<file path="src/design/lrre_pkg.sv">
// ----------------------------------------------------------------------------
// lrre_pkg
// Shared widths, register indexes, color mode codes, fixed-point constants and
// the command/status structs of the LED ring ripple core.
// ----------------------------------------------------------------------------
package lrre_pkg;

    // field widths
    localparam int SLOT_W     = 8;
    localparam int CHAN_W     = 8;
    localparam int MODE_W     = 3;
    localparam int INT_W      = 8;
    localparam int FRAME_W    = 6;
    localparam int S_TDATA_W  = 16;
    localparam int M_TDATA_W  = 32;

    // configuration port
    localparam int CFG_IDX_W  = 1;
    localparam int CFG_DATA_W = 8;
    localparam logic [CFG_IDX_W-1:0] REG_COLOUR_MODE    = 1'd0;
    localparam logic [CFG_IDX_W-1:0] REG_RING_INTENSITY = 1'd1;

    // color modes; codes above MODE_GREEN behave as green
    localparam logic [MODE_W-1:0] MODE_BLUE    = 3'd0;
    localparam logic [MODE_W-1:0] MODE_RED     = 3'd1;
    localparam logic [MODE_W-1:0] MODE_MAGENTA = 3'd2;
    localparam logic [MODE_W-1:0] MODE_YELLOW  = 3'd3;
    localparam logic [MODE_W-1:0] MODE_GREEN   = 3'd4;

    localparam logic [MODE_W-1:0] MODE_RESET   = MODE_BLUE;
    localparam logic [INT_W-1:0]  INTENS_RESET = 8'd255;

    // grid defaults
    localparam int DEF_GRID_WIDTH  = 16;
    localparam int DEF_GRID_HEIGHT = 16;

    // effect phases
    localparam int GROW_FRAMES = 14;
    localparam int FADE_FRAMES = 30;
    localparam int FRAME_MAX   = 63;
    localparam int DONE_FRAME  = (GROW_FRAMES + FADE_FRAMES > FRAME_MAX) ?
                                 FRAME_MAX : GROW_FRAMES + FADE_FRAMES;

    // fixed point: dist = isqrt(sq << 14) is Q8.8
    localparam int DIST_FRAC = 14;
    localparam int DIFF_W    = 16;
    localparam int RING_HALF = 128;
    localparam int RING_ONE  = 256;

    // c*92/100 == (c*120589) >> 17 for 8-bit c
    localparam int FADE_MUL = 120589;
    localparam int FADE_SH  = 17;
    // frame*768/5 == (frame*40265472) >> 18
    localparam int RAD_MUL  = 40265472;
    localparam int RAD_SH   = 18;
    localparam int RAD_W    = 14;
    // slot / GRID_WIDTH by reciprocal, 16 fraction bits
    localparam int YDIV_SH  = 16;

    // ring scale: full = ((w*13) >> 9) / 5, blue2 = ((w*39) >> 7) / 85
    localparam int FULL_MUL  = 13;
    localparam int FULL_SH   = 9;
    localparam int BLUE_MUL  = 39;
    localparam int BLUE_SH   = 7;
    localparam int DIV5_MUL  = 52429;
    localparam int DIV5_SH   = 18;
    localparam int DIV85_MUL = 24673;
    localparam int DIV85_SH  = 21;

    typedef struct packed {
        logic [CHAN_W-1:0] red;
        logic [CHAN_W-1:0] green;
        logic [CHAN_W-1:0] blue;
    } rgb_t;

    typedef struct packed {
        logic load_item;
        logic load_fade;
        logic load_map;
        logic load_sq;
        logic start_root;
        logic load_ring;
        logic load_scale;
        logic load_mix;
        logic load_out;
    } lrre_cmd_t;

    typedef struct packed {
        logic do_ring;
        logic root_busy;
        logic out_free;
    } lrre_stat_t;

endpackage

</file>
<file path="src/design/lrre_ctrl.sv">
// ----------------------------------------------------------------------------
// lrre_ctrl
// Sequencer for one pixel read-modify-write: read, map, root, ring, mix, out.
// ----------------------------------------------------------------------------
module lrre_ctrl
    import lrre_pkg::*;
(
    input  logic       clk,
    input  logic       rst_n,
    input  logic       in_valid,
    output logic       in_ready,
    input  lrre_stat_t stat,
    output lrre_cmd_t  cmd
);

    localparam logic [3:0] S_IDLE    = 4'd0;
    localparam logic [3:0] S_READ    = 4'd1;
    localparam logic [3:0] S_MAP     = 4'd2;
    localparam logic [3:0] S_SQ      = 4'd3;
    localparam logic [3:0] S_ROOT_GO = 4'd4;
    localparam logic [3:0] S_ROOT    = 4'd5;
    localparam logic [3:0] S_RING    = 4'd6;
    localparam logic [3:0] S_SCALE   = 4'd7;
    localparam logic [3:0] S_MIX     = 4'd8;
    localparam logic [3:0] S_OUT     = 4'd9;

    logic [3:0] state_reg;
    logic [3:0] state_next;

    always_ff @(posedge clk or negedge rst_n)
    begin
        if (!rst_n)
        begin
            state_reg <= S_IDLE;
        end
        else
        begin
            state_reg <= state_next;
        end
    end

    always_comb
    begin
        state_next = state_reg;
        cmd        = '0;
        in_ready   = 1'b0;
        unique case (state_reg)
            S_IDLE:
            begin
                in_ready      = 1'b1;
                cmd.load_item = in_valid;
                if (in_valid)
                begin
                    state_next = S_READ;
                end
            end
            S_READ:
            begin
                cmd.load_fade = 1'b1;
                state_next    = stat.do_ring ? S_MAP : S_MIX;
            end
            S_MAP:
            begin
                cmd.load_map = 1'b1;
                state_next   = S_SQ;
            end
            S_SQ:
            begin
                cmd.load_sq = 1'b1;
                state_next  = S_ROOT_GO;
            end
            S_ROOT_GO:
            begin
                cmd.start_root = 1'b1;
                state_next     = S_ROOT;
            end
            S_ROOT:
            begin
                if (!stat.root_busy)
                begin
                    state_next = S_RING;
                end
            end
            S_RING:
            begin
                cmd.load_ring = 1'b1;
                state_next    = S_SCALE;
            end
            S_SCALE:
            begin
                cmd.load_scale = 1'b1;
                state_next     = S_MIX;
            end
            S_MIX:
            begin
                cmd.load_mix = 1'b1;
                state_next   = S_OUT;
            end
            S_OUT:
            begin
                if (stat.out_free)
                begin
                    cmd.load_out = 1'b1;
                    state_next   = S_IDLE;
                end
            end
            default:
            begin
                state_next = S_IDLE;
            end
        endcase
    end

endmodule

</file>
<file path="config.mk">
export PLATFORM = sky130hd
export DESIGN_NAME = lrre_ctrl
export DESIGN_NICKNAME = d
export VERILOG_FILES = /design/src/design/lrre_pkg.sv /design/src/design/lrre_ctrl.sv
export SDC_FILE = /design/constraint.sdc
export NUM_CORES = 1
export LEC_CHECK = 0
export BUFFER_PORTS_ARGS = -buffer_cell sky130_fd_sc_hd__buf_2
export CORE_AREA = 5 5 42 44
export CTS_BUF_LIST = sky130_fd_sc_hd__clkbuf_8
export CTS_CLUSTER_SIZE = 14
export DETAILED_ROUTE_END_ITERATION = 7
export DIE_AREA = 0 0 47 49
export PLACE_DENSITY = 0.52
export SYNTH_ARGS = -nofsm -noshare
export SYNTH_HDL_FRONTEND = slang
export SYNTH_SLANG_ARGS = --single-unit
</file>
<file path="constraint.sdc">
create_clock -name clk -period 1 [get_ports clk]
set_input_delay 0 -clock clk [delete_from_list [all_inputs] [get_ports clk]]
set_output_delay 0 -clock clk [all_outputs]
set_load 0.03 [all_outputs]
</file>
==> results of run 1 <==
[area by class of cell]
class	instances	area, sq um	share of cell area
Multi-Input combinational cell	31	276.5	0.3891
Timing Repair Buffer	33	262.8	0.3697
Sequential cell	4	102.6	0.1444
Clock buffer	3	41.29	0.05810
Tap cell	16	20.02	0.02817
Inverter	2	7.507	0.01056
[layer usage]
metal  up-vias  wire length (um)
li1        210                 -
met1       198               456
met2        12               583
met3         2                91
met4         0                15
met5         -                 0
[repair_timing]
| action | CTS | global route |
|---|---|---|
| setup buffers | 4 | 3 |
| hold endpoints to repair | 4 | 0 |
| resized for setup | 17 | 11 |
| gates cloned | 0 | 0 |
| hold buffers | 1 | 0 |
| pin swaps | 3 | 6 |
| setup endpoints to repair | 14 | 14 |
[cells in the mapped netlist]
cell type,n
buf_6,1
nor4_4,1
a2bb2oi_1,1
buf_4,2
and2_1,1
and2b_1,2
a221o_1,1
and3_1,1
nand2b_1,1
xor2_1,1
buf_2,1
o21ai_0,1
nor4_1,1
nor3_1,3
a21oi_1,2
nor2_1,4
nand2_1,3
inv_1,2
o211a_1,1
o22a_1,1
dfrtp_1,4
o21a_1,1
nor2b_1,2
nor4_2,1
o211ai_1,1
nor3b_2,1
[metrics by stage]
stage,TNS [ns],hold slack (ns)
CTS,-2.859,0.1108
global route,-3.737,0.1470
finish,-2.983,0.1120
global placement,-1.609,-0.1903
detailed placement,-1.380,-0.1880
floorplan,-1.225,-0.2956
[path summary, 6_finish.rpt]
check,to,startpoint,cells past startpoint,slack [ns]
worst max-delay path,cmd[1],state_reg[3],4,-0.30
worst min-delay path,state_reg[2],rst_n,2,0.11
worst max register to register,state_reg[3],state_reg[3],5,-0.29
worst min register to register,state_reg[1],state_reg[3],2,0.69
max in group asynchronous,state_reg[1],rst_n,2,0.75
min in group clk,state_reg[0],stat[1],3,0.16
[worst reg2reg max path, delay by kind of cell, from the launching register on]
family                 cells  cell delay (ns)
buffers and inverters      2             0.27
DFF                        1             0.41
AOI/OAI and AO/OA          1             0.15
and+or+nand+nor            2             0.33
[logic make-up after synthesis]
family / share of synthesized area
buf+inv: 0.1091
simple gates: 0.3944
xor+xnor: 0.02465
compound gates: 0.1902
flops: 0.2817
[power by group through the flow]
stage	logic [mW]	registers (mW)	clock network [mW]
global placement	1.26	0.375	0
global route	1.72	0.372	0.375
floorplan	1.01	0.271	0
CTS	1.45	0.364	0.355
finish	1.60	0.360	0.353
detailed placement	1.27	0.370	0
==> flow_metrics.py, run 1 <==
metrics = {
    "die": {
        "boundaryPins": 16,
        "initial_core_util": 0.2536,
        "die_h_um": 49,
        "core_area_sq_um": 1401,
        "rows": 14,
        "dieArea_sq_um": 2303,
        "die_w_um": 47,
    },
    "cts": {
        "clk_pin_slew_worst_paths_ns": 0.04,
        "cts-root-buf": "clkbuf_8",
        "cts.sink_count": 4,
        "clock_path_buffers": 2,
        "cts_made_buffers": 3,
        "cts_tree": "yes",
        "clock_latency_ns": 0.22,
        "cts.htree.levels": 1,
    },
    "pwr": {
        "ir_drop_mv": 1.525,
        "p_sw_frac": 0.4413,
        "power.total_mw": 2.312,
        "leakagePower_nw": 0.3374,
        "clkPwrFrac": 0.153,
        "combPwrFrac": 0.692,
        "p_seq_frac": 0.156,
        "power_density_nw_per_um2": 3253,
        "internal-power_mw": 1.292,
        "switchingPower_mw": 1.020,
    },
    "sta": {
        "fin_crit_sh": 1.303,
        "setup_slack_ns": -0.3030,
        "finalClockSkew_ns": 0.005986,
        "setup_viol": 14,
        "min_period_ns": 1.303,
        "worstMarginPinSlew_ns": 0.2145,
        "fmax_mhz": 767.4,
        "slew-limit-headroom": 0.8564,
        "maxSlewViolCount": 0,
        "rsz0062_at_grt": "true",
        "hold_violations": 0,
    },
    "grt": {
        "grt_usage": 0.1186,
        "busiest_layer": "met2",
        "use_met1": 0.1197,
        "grt_first_pass_wirelength_um": 1869,
        "grt_remaining_overflow": 0,
        "grt_pass1_vias": 429,
        "antenna_found_initial": 0,
        "grt_use_met3": 0.07380,
        "grt_max_degree": 10,
        "gr-usage-met2": 0.1787,
    },
    "setup_path": {
        "crit_path_end_kind": "output port",
        "critPathMaxFanout": 4,
        "critPathMaxStageDelay_ns": 0.40,
        "cpLargestDelayFamily": "flip-flops",
        "crit_type": "flip-flop to output port",
        "cp.required_ns": 1.00,
        "critPathLaunchType": "flip-flop",
        "arrival_ns": 1.30,
        "crit_buf_inv": 2,
        "worstPathCellList": "buf_4, and2b_1, nor3b_4, buf_6",
        "slowest_stage": "dfrtp_1",
    },
    "status": {
        "status": "finished, violations left",
        "violations": "setup timing",
    },
    "route": {
        "vias": 422,
        "avgViaCountPerCell": 4.742,
        "route.detailed.wl_per_inst_um": 12.88,
        "drc_errors": 0,
        "drt_iter0_drc": 3,
        "wirelength_um": 1146,
        "drtAntennaViolNets": 0,
        "first_pass_iters": 4,
    },
    "yosys": {
        "syn_nets": 47,
        "syn_avg_cell_area_sq_um": 8.667,
        "yosys.area.top_type": "dfrtp_1",
        "netlist_top_cells_area": "dfrtp_1, nor4_4, nor3_1",
        "synth_top_area_share": 0.2817,
        "syn_area_sq_um": 355.3,
        "seq_area_frac_synth": 0.2817,
        "ys_types": 26,
        "yosys_warnings": 0,
        "ys_seq_elements": 4,
        "syn_inst": 41,
    },
    "flow_run": {
        "maxCapViolCount": 0,
    },
    "place": {
        "port_buffers": 15,
        "place_area_sq_um": 535.5,
        "dp_slack_ns": -0.1690,
        "place_inst": 78,
        "finalWeightedCongestion": 0.7225,
        "hpwlAfterDp_um": 785.8,
    },
    "layout": {
        "num-fill-cells": 136,
        "instances_no_fill": 89,
        "drive_above_1_share": 0.7123,
        "area_growth_pct": 100.0,
        "mostFrequentLayoutCell": "buf_4",
        "largest_reg_flops": 4,
        "fin_area_sq_um": 710.7,
        "diodes": 0,
        "final_cell_mix": "buf_4, buf_6, buf_2, clkbuf_8",
        "post-route-util": 0.5071,
        "fin_nets": 81,
    },
    "hold_path": {
        "hp-class": "input pin to asynchronous set/reset pin",
    },
}
Power figures use the tool's default switching activity.
==> run 2, diff against run 1 <==
ABC_AREA = 1   (was not set)
==> flow_metrics.py, run 2 <==
metrics = {
    "status": {
        "status": "finished, violations left",
        "violations": "setup timing",
    },
    "layout": {
        "final_cell_mix": "inv_2, nand2_1, buf_6, inv_1, nor2_2",
        "area_growth_pct": 84.53,
        "fin_nets": 91,
        "post-route-util": 0.4580,
        "num-fill-cells": 146,
        "drive_above_1_share": 0.6506,
        "largest_reg_flops": 4,
        "multi_input_area_sq_um": 216.5,
        "seqCellArea_sq_um": 103.9,
        "diodes": 0,
        "fin_area_sq_um": 641.9,
    },
    "setup_path": {
        "rr_startpoint": "state_reg[3]",
        "reg2reg_slack_ns": -0.16,
        "critPathLaunchType": "flip-flop",
        "crit_path_end": "cmd[0]",
        "crit_type": "flip-flop to output port",
        "cp.required_ns": 1.00,
        "critPathMaxFanout": 3,
        "r2r-end": "state_reg[0]",
        "setup.worst_path.start": "state_reg[3]",
        "arrival_ns": 1.24,
        "r2r_cells": 7,
        "crit_path_end_kind": "output port",
    },
    "place": {
        "hpwlAfterDp_um": 729.2,
        "dp_slack_ns": -0.1605,
        "place_area_sq_um": 476.7,
        "port_buffers": 15,
        "finalWeightedCongestion": 0.7371,
    },
    "yosys": {
        "syn_nets": 64,
        "synth_edf_count": 0,
        "async_reset_ff_frac": 1.000,
        "netlist_top_cells_area": "dfrtp_1, inv_1, nand2_1",
        "syn_area_sq_um": 347.8,
        "synth_flop_cell": "dfrtp_1",
        "syn_inst": 58,
        "yosys.area.top_type": "dfrtp_1",
        "synth_top_area_share": 0.2878,
        "yosys_warnings": 0,
        "syn_avg_cell_area_sq_um": 5.997,
        "synth.top_cells.by_count": "inv_1, nand2_1, nor2_1",
        "ys_types": 12,
        "seq_area_frac_synth": 0.2878,
        "ys_seq_elements": 4,
        "yosysMostFrequentCell": "inv_1",
    },
    "sta": {
        "setup_tns_ns": -1.765,
        "fmax_mhz": 807.7,
        "setup_viol": 13,
        "finalClockSkew_ns": 0.0004781,
        "slew-limit-headroom": 0.8616,
        "rsz0062_at_grt": "true",
        "min_period_ns": 1.238,
        "hold_violations": 0,
        "setup_slack_ns": -0.2382,
        "worstMarginPinSlew_ns": 0.2072,
        "maxSlewViolCount": 0,
        "fin_crit_sh": 1.238,
    },
    "route": {
        "avgViaCountPerCell": 3.970,
        "drt_iter0_drc": 10,
        "wirelength_um": 959,
        "route.detailed.wl_per_inst_um": 9.687,
        "vias": 393,
        "first_pass_iters": 4,
        "drc_errors": 0,
        "drtAntennaViolNets": 0,
    },
    "die": {
        "dieArea_sq_um": 2303,
        "die_h_um": 49,
        "die_w_um": 47,
        "initial_core_util": 0.2482,
        "core_area_sq_um": 1401,
        "boundaryPins": 16,
        "rows": 14,
    },
    "pwr": {
        "internal-power_mw": 1.121,
        "ir_drop_mv": 1.465,
        "p_seq_frac": 0.164,
        "combPwrFrac": 0.684,
        "power_density_nw_per_um2": 3391,
        "clkPwrFrac": 0.152,
        "power.total_mw": 2.176,
        "switchingPower_mw": 1.055,
        "p_sw_frac": 0.4848,
        "leakagePower_nw": 0.3597,
    },
    "grt": {
        "grt_first_pass_wirelength_um": 1642,
        "grt_usage": 0.09732,
        "grt_remaining_overflow": 0,
        "grt_pass1_vias": 417,
        "antenna_found_initial": 0,
        "grt_max_degree": 6,
    },
    "cts": {
        "cts.sink_count": 4,
        "cts.htree.levels": 1,
        "clk_pin_slew_worst_paths_ns": 0.03,
        "clock_path_buffers": 2,
        "cts-root-buf": "clkbuf_8",
        "cts_tree": "yes",
        "clock_latency_ns": 0.21,
        "cts_made_buffers": 3,
    },
    "hold_path": {
        "hp-class": "input pin to flip-flop",
    },
    "flow_run": {
        "maxCapViolCount": 0,
    },
}
-- run 2: cell count changes in the layout (fill, tap and decap cells not counted), moves of 3 or more --
| cell | before | now |
|---|---|---|
| buf_4 | 17 | 6 |
| nand2_1 | 1 | 10 |
| inv_2 | 1 | 10 |
| o21ai_1 | 0 | 3 |
| inv_1 | 1 | 8 |
| nor2_4 | 1 | 4 |
| nor2_2 | 1 | 7 |
-- run 2: worst min path at each step --
stage / from / slack, ns / to / cells after the start
2_1_floorplan: rst_n / -0.30 / state_reg[0] / 0
3_3_place_gp: rst_n / -0.19 / state_reg[0] / 1
3_5_place_dp: rst_n / -0.19 / state_reg[0] / 1
4_1_cts: stat[2] / 0.04 / state_reg[3] / 2
5_1_grt: stat[2] / 0.06 / state_reg[3] / 2
6_report: stat[2] / 0.04 / state_reg[3] / 2
-- run 2: logic make-up (layout without fill, tap and decap cells) --
kind of cell | after synthesis | after routing | synth area share
flops | 4 | 4 | 0.2878
compound gates | 4 | 4 | 0.06474
simple gates | 32 | 32 | 0.4532
buf+inv | 18 | 43 | 0.1942
-- run 2: metrics by stage --
| stage | hold WS (ns) | cells |
|---|---|---|
| after global placement | -0.1894 | 91 |
| after floorplan | -0.2956 | 58 |
| after global routing | 0.05703 | 99 |
| final | 0.04176 | 99 |
| after detailed placement | -0.1864 | 91 |
| after CTS | 0.04196 | 99 |
-- run 2: layout make-up --
type                    instances  share of cell area
well taps                      16             0.03119
repair buffers                 22              0.3002
clock buffers                   3             0.06433
flip-flops and latches          4              0.1618
inverters                      18              0.1053
multi-input cells              36              0.3372
-- run 2: metal layers --
metal / wire, um / up-vias / track usage
met5: 0 / - / 0
met4: 0 / 0 / 0.05530
met3: 45 / 0 / 0.02214
met2: 524 / 9 / 0.1538
met1: 388 / 168 / 0.1148
li1: - / 216 / -
-- run 2: critical path, cell delays in order, from the launching register on --
cell and delay (ns):
dfrtp_2 0.41, inv_2 0.06, buf_6 0.11, nor4_2 0.25, buf_4 0.20
-- run 2: timing repair --
| action | 4_1_cts | 5_1_grt |
|---|---|---|
| hold endpoints to repair | 4 | 0 |
| hold buffers | 1 | 0 |
| pin swaps | 8 | 2 |
| setup endpoints to repair | 13 | 13 |
| cloned | 0 | 0 |
| gates resized for setup | 32 | 1 |
| setup buffers | 4 | 0 |
-- run 2: power groups by stage --
| stage | registers, mW | logic (mW) | clock network [mW] |
|---|---|---|---|
| after floorplan | 0.319 | 0.861 | 0 |
| after global placement | 0.326 | 1.15 | 0 |
| after detailed placement | 0.328 | 1.15 | 0 |
| after CTS | 0.355 | 1.49 | 0.344 |
| after global routing | 0.369 | 1.63 | 0.354 |
| final | 0.358 | 1.49 | 0.331 |
